`config.mk`:
```
export PLATFORM = sky130hd
export DESIGN_NAME = char_lcd_text_writer_core_flat
export DESIGN_NICKNAME = d
export VERILOG_FILES = /design/src/design/clcd_pkg.sv /design/src/design/clcd_stream_if.sv /design/src/design/char_lcd_text_writer_core.sv /design/src/flat_wrapper.sv
export VERILOG_INCLUDE_DIRS = /design/src /design/src/design
export SDC_FILE = /design/constraint.sdc
export NUM_CORES = 1
export LEC_CHECK = 0
export BUFFER_PORTS_ARGS = -buffer_cell sky130_fd_sc_hd__buf_4
export CAP_MARGIN = 0
export CORE_UTILIZATION = 59
export DETAILED_ROUTE_END_ITERATION = 8
export GPL_TIMING_DRIVEN = 0
export PLACE_DENSITY = 0.8
export REMOVE_ABC_BUFFERS = 1
export SLEW_MARGIN = 5
export SYNTH_ARGS = -nofsm -noshare
export SYNTH_HDL_FRONTEND = slang
export SYNTH_SLANG_ARGS = --single-unit
```
`constraint.sdc`:
```
create_clock -name i_clk -period 4.43 [get_ports i_clk]
set_input_delay 0.2215 -clock i_clk [delete_from_list [all_inputs] [get_ports i_clk]]
set_output_delay 0.2215 -clock i_clk [all_outputs]
set_load 0.01 [all_outputs]
```
`src/design/assert_macros.svh`:
```
// assertion macros shared by the rtl of the character lcd text writer
// no dependencies; compiled out when SYNTHESIS is defined
`ifndef ASSERT_MACROS_SVH
`define ASSERT_MACROS_SVH

`ifndef SYNTHESIS

// same-cycle implication, disabled while reset is low
`define ASSERT_IMPL(label, clk, rst_n, ante, cons, msg) \
    label: assert property (@(posedge clk) disable iff (!rst_n) (ante) |-> (cons)) \
        else $error(msg);

// next-cycle implication, disabled while reset is low
`define ASSERT_NEXT(label, clk, rst_n, ante, cons, msg) \
    label: assert property (@(posedge clk) disable iff (!rst_n) (ante) |=> (cons)) \
        else $error(msg);

`else

`define ASSERT_IMPL(label, clk, rst_n, ante, cons, msg)
`define ASSERT_NEXT(label, clk, rst_n, ante, cons, msg)

`endif

`endif

```
`src/design/clcd_pkg.sv`:
```
// types and constants of the character lcd text writer
// no dependencies; used by the stream interface users and the core
`default_nettype none

package clcd_pkg;

    // item opcodes
    localparam logic OP_START = 1'b0;
    localparam logic OP_CHAR  = 1'b1;

    // control characters
    localparam logic [7:0] CH_NUL     = 8'h00;
    localparam logic [7:0] CH_RAW_ONE = 8'h07;
    localparam logic [7:0] CH_RAW_ON  = 8'h08;
    localparam logic [7:0] CH_RAW_END = 8'h09;
    localparam logic [7:0] CH_LF      = 8'h0a;
    localparam logic [7:0] CH_CR      = 8'h0d;
    localparam logic [7:0] CH_CYR_LO  = 8'd192;

    localparam logic [7:0] CMD_SET_ADDR = 8'h80;

    // display address of column 0 of each row
    localparam logic [7:0] ROW_BASE [4] = '{8'h00, 8'h40, 8'h14, 8'h54};

    // cyrillic code page map for codes 192..255
    localparam logic [7:0] CYR_ROM [64] = '{
        8'h41, 8'hA0, 8'h42, 8'hA1, 8'hE0, 8'h45, 8'hA3, 8'hA4,
        8'hA5, 8'hA6, 8'h4B, 8'hA7, 8'h4D, 8'h48, 8'h4F, 8'hA8,
        8'h50, 8'h43, 8'h54, 8'hA9, 8'hAA, 8'h58, 8'hE1, 8'hAB,
        8'hAC, 8'hE2, 8'hAD, 8'hAE, 8'h62, 8'hAF, 8'hB0, 8'hB1,
        8'h61, 8'hB2, 8'hB3, 8'hB4, 8'hE3, 8'h65, 8'hB6, 8'hB7,
        8'hB8, 8'hB9, 8'hBA, 8'hBB, 8'hBC, 8'hBD, 8'h6F, 8'hBE,
        8'h70, 8'h63, 8'hBF, 8'h79, 8'hE4, 8'h78, 8'hE5, 8'hC0,
        8'hC1, 8'hE6, 8'hC2, 8'hC3, 8'hC4, 8'hC5, 8'hC6, 8'hC7
    };

    // translation mode
    typedef enum logic [2:0] {
        XLAT_ON      = 3'b001,
        XLAT_RAW_ONE = 3'b010,
        XLAT_RAW     = 3'b100
    } t_xlat_mode;

    typedef struct packed {
        logic       opcode;
        logic [2:0] start_row;
        logic [4:0] start_column;
        logic [7:0] char_code;
    } t_in_item;

    typedef struct packed {
        logic       is_data;
        logic [7:0] lcd_byte;
    } t_out_item;

endpackage

`default_nettype wire

```
`src/design/clcd_stream_if.sv`:
```
// valid/ready stream channel carrying one payload per transaction
// payload type is given by the instantiating level (see clcd_pkg)
`default_nettype none

interface clcd_stream_if #(
    parameter type t_payload = logic
);
    logic     valid;
    logic     ready;
    t_payload payload;

    modport source (output valid, output payload, input ready);
    modport sink   (input valid, input payload, output ready);
endinterface

`default_nettype wire

```
`src/design/char_lcd_text_writer_core.sv`:
```
// character lcd text writer: strings in, set-address commands and data bytes out
// depends on clcd_pkg, clcd_stream_if and assert_macros.svh
//
//   port    dir  payload      per transaction
//   i_in    in   t_in_item    start of a string or one character
//   o_out   out  t_out_item   zero or one command/data byte per input
//
// one item per cycle sustained while the result is not stalled; an item passes
// via the input register, then the decode and rom lookup into the result register
// state updates happen as an item leaves the input register, so the next item
// always sees them; a stalled result holds both stages, the input register
// still fills while it is empty
// synchronous active-low reset returns the writer to idle, translating
`default_nettype none

`include "assert_macros.svh"

module char_lcd_text_writer_core #(
    parameter int LINE_WIDTH = 20,
    parameter int ROW_COUNT  = 4
) (
    input  wire           i_clk,
    input  wire           i_rst_n,
    clcd_stream_if.sink   i_in,
    clcd_stream_if.source o_out
);
    import clcd_pkg::*;

    localparam int COL_W_LW = $clog2(LINE_WIDTH + 1);
    localparam int COL_W    = (COL_W_LW > 5) ? COL_W_LW : 5;

    // input register
    logic       r_in_valid;
    t_in_item   r_in;

    // string state
    logic             r_active, n_active;
    logic [1:0]       r_row, n_row;
    logic [COL_W-1:0] r_col, n_col;
    t_xlat_mode       r_mode, n_mode;

    // result register
    logic       r_out_valid;
    t_out_item  r_out;

    logic       w_out_free;
    logic       w_fire;
    logic       w_emit;
    logic       w_is_data;
    logic [7:0] w_data;
    logic [1:0] w_addr_row;
    logic [COL_W-1:0] w_addr_col;
    logic [7:0] w_addr;
    logic [2:0] w_next_row;

    assign w_out_free = !r_out_valid || o_out.ready;
    assign w_fire     = r_in_valid && w_out_free;

    assign i_in.ready    = !r_in_valid || w_out_free;
    assign o_out.valid   = r_out_valid;
    assign o_out.payload = r_out;

    assign w_next_row = {1'b0, r_row} + 3'd1;
    assign w_addr     = CMD_SET_ADDR | (ROW_BASE[w_addr_row] + 8'(w_addr_col));

    always_comb begin
        n_active   = r_active;
        n_row      = r_row;
        n_col      = r_col;
        n_mode     = r_mode;
        w_emit     = 1'b0;
        w_is_data  = 1'b0;
        w_data     = r_in.char_code;
        w_addr_row = r_in.start_row[1:0];
        w_addr_col = COL_W'(r_in.start_column);

        if (r_in.opcode == OP_START) begin
            n_mode = XLAT_ON;
            if (r_in.start_row < 3'(ROW_COUNT)) begin
                n_active = 1'b1;
                n_row    = r_in.start_row[1:0];
                n_col    = COL_W'(r_in.start_column);
                w_emit   = 1'b1;
            end else begin
                n_active = 1'b0;
            end
        end else if (r_active) begin
            case (r_in.char_code)
                CH_NUL: begin
                    n_active = 1'b0;
                end
                CH_RAW_ONE: begin
                    n_mode = XLAT_RAW_ONE;
                end
                CH_RAW_ON: begin
                    n_mode = XLAT_RAW;
                end
                CH_RAW_END: begin
                    n_mode = XLAT_ON;
                end
                CH_LF, CH_CR: begin
                    n_col      = '0;
                    w_addr_row = w_next_row[1:0];
                    w_addr_col = '0;
                    if (w_next_row >= 3'(ROW_COUNT)) begin
                        n_active = 1'b0;
                    end else begin
                        n_row  = w_next_row[1:0];
                        w_emit = 1'b1;
                    end
                end
                default: begin
                    if (r_col >= COL_W'(LINE_WIDTH)) begin
                        n_active = 1'b0;
                    end else begin
                        n_col     = COL_W'(r_col + 1'b1);
                        w_emit    = 1'b1;
                        w_is_data = 1'b1;
                        if (r_in.char_code >= CH_CYR_LO && r_mode == XLAT_ON) begin
                            w_data = CYR_ROM[r_in.char_code[5:0]];
                        end
                        if (r_mode == XLAT_RAW_ONE) begin
                            n_mode = XLAT_ON;
                        end
                    end
                end
            endcase
        end
    end

    always_ff @(posedge i_clk) begin
        if (!i_rst_n) begin
            r_in_valid  <= 1'b0;
            r_out_valid <= 1'b0;
            r_active    <= 1'b0;
            r_row       <= '0;
            r_col       <= '0;
            r_mode      <= XLAT_ON;
        end else begin
            if (i_in.valid && i_in.ready) begin
                r_in_valid <= 1'b1;
            end else if (w_fire) begin
                r_in_valid <= 1'b0;
            end
            if (w_fire) begin
                r_out_valid <= w_emit;
                r_active    <= n_active;
                r_row       <= n_row;
                r_col       <= n_col;
                r_mode      <= n_mode;
            end else if (o_out.ready) begin
                r_out_valid <= 1'b0;
            end
        end
    end

    // payload registers
    always_ff @(posedge i_clk) begin
        if (i_in.valid && i_in.ready) begin
            r_in <= i_in.payload;
        end
        if (w_fire) begin
            r_out.is_data <= w_is_data;
            r_out.lcd_byte <= w_is_data ? w_data : w_addr;
        end
    end

    // a character while no string is open gives no transaction
    `ASSERT_NEXT(a_idle_char_silent, i_clk, i_rst_n, w_fire && r_in.opcode == OP_CHAR && !r_active, !r_out_valid, "character while idle produced a result")
    // every command byte is a set-address command
    `ASSERT_IMPL(a_cmd_is_addr, i_clk, i_rst_n, r_out_valid && !r_out.is_data, r_out.lcd_byte[7], "command byte without set-address bit")
    // a held item stays put while the result stage is blocked
    `ASSERT_NEXT(a_in_hold, i_clk, i_rst_n, r_in_valid && !w_out_free, r_in_valid && $stable(r_in), "input register lost a stalled item")

endmodule

`default_nettype wire

```
`src/flat_wrapper.sv`:
```
// flat-port wrapper written by rule: the top's interface ports become plain ports
module char_lcd_text_writer_core_flat import clcd_pkg::*;
#(
    parameter int LINE_WIDTH = 20,
    parameter int ROW_COUNT  = 4
)
  (i_clk, i_rst_n, i_in_valid, i_in_payload, i_in_ready, o_out_valid, o_out_payload, o_out_ready);
  clcd_stream_if #(.t_payload(t_in_item)) i_in_i ();
  clcd_stream_if #(.t_payload(t_out_item)) o_out_i ();
  input  wire i_clk;
  input  wire i_rst_n;
  input wire logic [$bits(i_in_i.valid)-1:0] i_in_valid;
  input wire logic [$bits(i_in_i.payload)-1:0] i_in_payload;
  output wire logic [$bits(i_in_i.ready)-1:0] i_in_ready;
  output wire logic [$bits(o_out_i.valid)-1:0] o_out_valid;
  output wire logic [$bits(o_out_i.payload)-1:0] o_out_payload;
  input wire logic [$bits(o_out_i.ready)-1:0] o_out_ready;
  assign i_in_i.valid = i_in_valid;
  assign i_in_i.payload = i_in_payload;
  assign i_in_ready = i_in_i.ready;
  assign o_out_valid = o_out_i.valid;
  assign o_out_payload = o_out_i.payload;
  assign o_out_i.ready = o_out_ready;
  char_lcd_text_writer_core #(.LINE_WIDTH(LINE_WIDTH), .ROW_COUNT(ROW_COUNT)) u_core (.i_clk(i_clk), .i_rst_n(i_rst_n), .i_in(i_in_i), .o_out(o_out_i));
endmodule
```
After elaboration in Yosys (flattened, before gate mapping). Memories as Yosys holds them, arrays and structs flattened. Cells that the tools add are included.

Reduce and logical (&&, ||, !) cells: 19. Add/sub/neg operators: 3. Order comparisons: 6. Bitwise gates (word level): 2. Mux-type cells: 48. Equality and inequality tests: 15.

Operators by type and width (number): two-way mux 8 bit (7); two-way mux 5 bit (7); == test 8 x 4 -> 1 bit, second input constant (4); two-way mux 7 bit (3); binary-select mux 8 bit (select 2 bit) (1); two-way mux 2 bit (8); AND reduction 5 bit (3); two-way mux 1 bit (14); two-way mux 3 bit (4); case mux 3 bit (4 select lines) (1); != test 2 bit, second input constant (5); != test 5 bit, second input constant (2); case mux 5 bit (2 select lines) (1); == test 8 x 3 -> 1 bit, second input constant (1); >= comparator 8 bit, second input constant (1); zero test 8 bit (1); adder 7 x 5 -> 7 bit (1); >= comparator 7 bit, second input constant (1); NOT 6 -> 7 bit (1); >= comparator 3 bit, second input constant (2); nonzero test 2 bit (3); OR reduction 3 bit (2); OR reduction 6 bit (1); adder 5 x 1 -> 5 bit, second input constant (1); 14 further kinds (18).

Bits in registers: 39. Output and inout bits: 11. Memory bits (read-only): 512. Word-level logic and storage cells: 107. Input bits: 21. Memories: 1.

Memory list: (no name shown) (depth 64, width 8, read ports 1, clocked after Yosys merged registers in 0, wr ports 0, line char_lcd_text_writer_core.sv:120) `w_data = CYR_ROM[r_in.char_code[5:0]];`.

Depth between registers and ports, before layout.
Depth after elaboration: 11. Mapped depth: 13. Mapped depth without buffers: 10.

Least setup slack after synthesis. Ideal clock, no wire load.

Kind: register -> register. Start: register u_core.r_in[1] in the netlist's numbering. End: register u_core.r_out (netlist bit u_core.o_out.payload[4]), data pin. Setup slack: 1355 ps. Buffers on the path: 3. Arrival: 2810 ps. Cell stages (with the launch flop): 14. Setup time: 265 ps. Cells stage by stage: edfxtp_1 -> clkbuf_1 -> clkbuf_1 -> inv_1 -> ha_1 -> buf_2 -> mux2_2 -> nand4_2 -> mux2_1 -> ha_1 -> ha_1 -> xor2_1 -> nor2_1 -> a31oi_1.

Longest elaborated chain between the ends: 11. Elaborated cells on any way between the ends: 34. Classes of those cells: add/sub: 1; order compare: 1; eq/ne: 5; mux: 20; bitwise: 2; reduce/logical: 4; memory: 1.

RTL lines: from (decl) (line char_lcd_text_writer_core.sv:34) `t_in_item r_in;`; from (signal assigned) (line char_lcd_text_writer_core.sv:160) `r_in <= i_in.payload;`; == test 8 x 4 -> 1 bit (line char_lcd_text_writer_core.sv:88) `case (r_in.char_code)`; OR reduction 2 bit; two-way mux 2 bit (line char_lcd_text_writer_core.sv:88); two-way mux 2 bit (line char_lcd_text_writer_core.sv:87) `end else if (r_active) begin`; two-way mux 2 bit (line char_lcd_text_writer_core.sv:77) `if (r_in.opcode == OP_START) begin`; NOT 2 -> 3 bit (implied by the code) (line char_lcd_text_writer_core.sv:64) `assign w_addr = CMD_SET_ADDR | (ROW_BASE[w_addr_row] + 8'(w_addr_col));`; binary-select mux 8 bit (select 2 bit) (line char_lcd_text_writer_core.sv:64); two-way mux 7 bit (implied by the code) (2 in a row) (line char_lcd_text_writer_core.sv:64); adder 7 x 5 -> 7 bit (line char_lcd_text_writer_core.sv:64); two-way mux 7 bit (*) (line char_lcd_text_writer_core.sv:164) `r_out.lcd_byte <= w_is_data ? w_data : w_addr;`; to (decl) (line char_lcd_text_writer_core.sv:44) `t_out_item r_out;`.

Every way passes the cells marked *; elsewhere a longest branch is shown, timed or not. The select of a mux whose other input is x is not followed. A chain may end at the register's enable or synchronous reset.

Worst setup path after layout. Ends and elaborated chain as after synthesis.

==> results by group <==
Floorplan
  • Core area: roughly 4700 sq um
  • Initial core utilization: 0.614
  • I/O pins: 32
  • Rows: 25
  • Die width: 72.1 microns
  • Die ar.: 5200 sq um
  • Die height: 72.1 microns

Global routing
  • First-pass GRT wire length: 10500 microns
  • Grt total ovfl: 0
  • Initial antenna violation count: 0
  • Total track usage: 0.256
  • Vias in the first global route: 2210
  • Largest net degree at the start of global routing: 50

Cells and area
  • Post-route insts no fill: 406
  • Layout area overhead: 12.1%
  • Leading cell types in the layout, fill and taps excluded: buf_4 (31), a21oi_1 (26), edfxtp_1 (26)
  • Layout Nets: 374
  • Most common cell after layout, fill and taps aside: buf_4
  • Fillcell total: 378
  • Number of diodes: 0
  • Share of layout cells above drive strength 1: 0.165

Setup path
  • Crit-path leading delay family: adder cells
  • Critical path class: reg2reg
  • Max stage delay on crit path: 0.80 ns
  • Crit-path cells: inv_1 -> ha_1 -> mux2_2 -> nand4_2 -> mux2_1 -> ha_1 -> ha_1 -> xor2_1 -> nor2_1 -> a31oi_1
  • Worst Path Max Fanout: 20
  • WP data arrival: around 3.4 ns
  • CP Launch Type: flip-flop
  • CP Capture Type: flip-flop
  • Data required time of the critical path: 4.43 ns
  • CP max stage cell: edfxtp_1
  • Worst path most repeated cell: ha_1
  • CP Buf/Inv Count: 1

Drt
  • Vias per inst: 6.50
  • Drt first pass iters: 5
  • WL/cell: 16.5 microns
  • Wirelength, routed: 6710 microns
  • Via Count: 2640
  • Remaining DRCs: 0
  • Initial drt markers: 227
  • ANT nets after route: 0

CTS
  • Max clock buf depth: 2
  • Sink Count: 39
  • Hold Buf Count CTS: 0
  • CTS Root Cell: clkbuf_8
  • Post-CTS setup buffers: 0
  • Htree depth: 2
  • Clock transition at path regs: 0.07 ns
  • CTS tree: built
  • Worst skew pair latency: 0.29 ns
  • Cts bufs inserted: 5
  • Resize count post-CTS: 0

Synth
  • Syn Inst Count: 322
  • Post-synthesis simple-gate area fraction: 0.220
  • Multiplexer share of the synthesized area: 0.0518
  • Post-synthesis sequential area ratio: 0.359
  • Post-Synth Adder-Cell Area: 0.0604
  • Largest family of logic cells by synthesized area: compound AO/OA/AOI/OAI gates
  • Post-synthesis compound-gate area fraction: 0.253
  • Distinct cells, synth: between 60 and 70
  • Synth Warn #: 0
  • Dominant synthesized flop cell: edfxtp_1
  • #FFs+latches synth: 39
  • Number of enable flip-flop cells after synthesis: 26
  • Fraction of registers with async set/reset: 0
  • Syn avg cell area: 9.01 sq um
  • Mapped Area: 2900 sq um
  • Area share of xor/xnor cells in the synthesized design: 0.00302

STA
  • Fin crit share: 0.756
  • Setup Viol. Count Final: 0
  • Worst hold slack: 0.100 ns
  • Final number of hold-violating endpoints: 0
  • Crit path time final: 3.35 ns
  • Slew HR: 0.469
  • Clk_skew: around 0.0083 ns
  • Worst-margin pin slew: just under 0.8 ns
  • Slew Limit Fails: 0
  • Maximum clock frequency: roughly 300 MHz
  • TNS Setup: 0 ns
  • Unrepaired setup endpoints after global routing: false

Power and ir drop
  • Power density over the cells: 255 nW/um^2
  • Sequential share of power: 0.523
  • Internal power: 0.602 mW
  • Pleak: 1.20 nW
  • Worst VDD drop: 198 uV
  • Comb power frac: 0.192
  • Switching Fraction: 0.275
  • Switching pwr: 0.228 mW
  • Clk pwr share: 0.285
  • Power Total: 0.830 mW

Status
  • Outcome: finished, final reports clean

Placed design
  • HPWL after DPL: 4580 microns
  • Placer Congestion: 0.912
  • Placed insts: just under 400
  • Port-buffer cells: 31

Job
  • Max-Cap Viols: 0

Worst hold path
  • Hold WC Path Type: in2reg
[logic make-up after synthesis]
| kind of cell | after synthesis |
|---|---|
| DFF | 39 |
| muxes | 14 |
| AOI/OAI and AO/OA | 104 |
| xor gates and xnor gates | 1 |
| buffers and inverters | 35 |
| adders and majority gates | 14 |
| and+or+nand+nor | 115 |
[power groups by stage]
stage / registers, mW / logic (mW) / clock network (mW)
5_1_grt: 0.436 / 0.174 / 0.252
3_3_place_gp: 0.448 / 0.140 / 0
3_5_place_dp: 0.448 / 0.143 / 0
2_1_floorplan: 0.441 / 0.0965 / 0
6_report: 0.434 / 0.159 / 0.236
4_1_cts: 0.440 / 0.143 / 0.239
[through the flow]
step / setup WS [ns] / area, sq um / util
global placement: 1.15 / 3110 / 0.658
floorplan: 1.60 / 2790 / -
CTS: 1.08 / 3200 / 0.677
detailed placement: 1.11 / 3110 / 0.658
finish: 1.08 / 3250 / 0.688
global route: 0.891 / 3250 / 0.688
[Yosys cell counts, types with 2 or more instances]
master     number  area (sq um)
mux2_2          2          22.5
clkbuf_1        9          33.8
o21ai_0         8          40.0
nor3_1          7          35.0
o211a_1         2          20.0
o31ai_1         4          30.0
nand3_1        10          50.1
inv_2           2          7.51
buf_4           2          15.0
nor4_1          3          18.8
mux2i_1         9          90.1
a211oi_1        5          37.5
a311oi_1        3          26.3
o22ai_1         6          37.5
nand4_1         3          18.8
dfxtp_1        13           260
o211ai_1       11          82.6
ha_1           14           175
o21a_1          2          15.0
nand3b_1        5          37.5
a31oi_1         6          37.5
a32oi_1         3          26.3
nand2_1        20          75.1
a21oi_1        26           130
nand2b_1       14          87.6
o21ai_1         6          30.0
nor2_1         23          86.3
edfxtp_1       26           781
inv_1          10          37.5
nor3b_1         4          30.0
o2111ai_1       3          26.3
and3_1          3          18.8
and2_1          7          43.8
nor2b_1         6          37.5
mux2_1          2          22.5
buf_2          11          55.1
[routing by layer]
metal  up-vias  GRT usage  wire, microns
li1       1251          -              -
met2       152      0.402           3110
met5         -          0              0
met4         0     0.0893            138
met3        21     0.0444            520
met1      1216      0.357           2940
[registers in the layout, summed over array words and instances (netlist names)]
name and count:
u_core.r_mode 3, u_core.r_active 1, u_core.r_in_valid 1, u_core.r_col 5
u_core.r_row 2, u_core.r_in 17, u_core.o_out.payload 9, u_core.o_out.valid 1
[worst register-to-register path: stages (launching register included)]
cell and delay, ns:
edfxtp_1 0.80, inv_1 0.22, ha_1 0.42, mux2_2 0.37
nand4_2 0.17, mux2_1 0.39, ha_1 0.21, ha_1 0.20
xor2_1 0.15, nor2_1 0.09, a31oi_1 0.05
[final timing paths]
kind	start	to	slack, ns	cells after the start
setup / recovery	u_core.r_in[1]$_DFFE_PP_	u_core.o_out.payload[4]$_DFFE_PP_	1.08	10
hold / removal	i_in_payload[11]	u_core.r_in[11]$_DFFE_PP_	0.1	1
setup reg to reg	u_core.r_in[1]$_DFFE_PP_	u_core.o_out.payload[4]$_DFFE_PP_	1.08	10
hold reg to reg	u_core.r_mode[2]$_SDFFE_PN0P_	u_core.r_mode[2]$_SDFFE_PN0P_	0.49	2
[area by class of cell]
type | count | area [sq um] | share of cell area
flip-flops and latches | 39 | 1040 | 0.320
clock buffers | 6 | 82.6 | 0.0254
inverters | 12 | 45.0 | 0.0139
multi-input cells | 248 | 1710 | 0.525
clock inverters | 1 | 5.00 | 0.00154
well taps | 67 | 83.8 | 0.0258
repair buffers | 33 | 288 | 0.0885
Power figures use the tool's default switching activity.
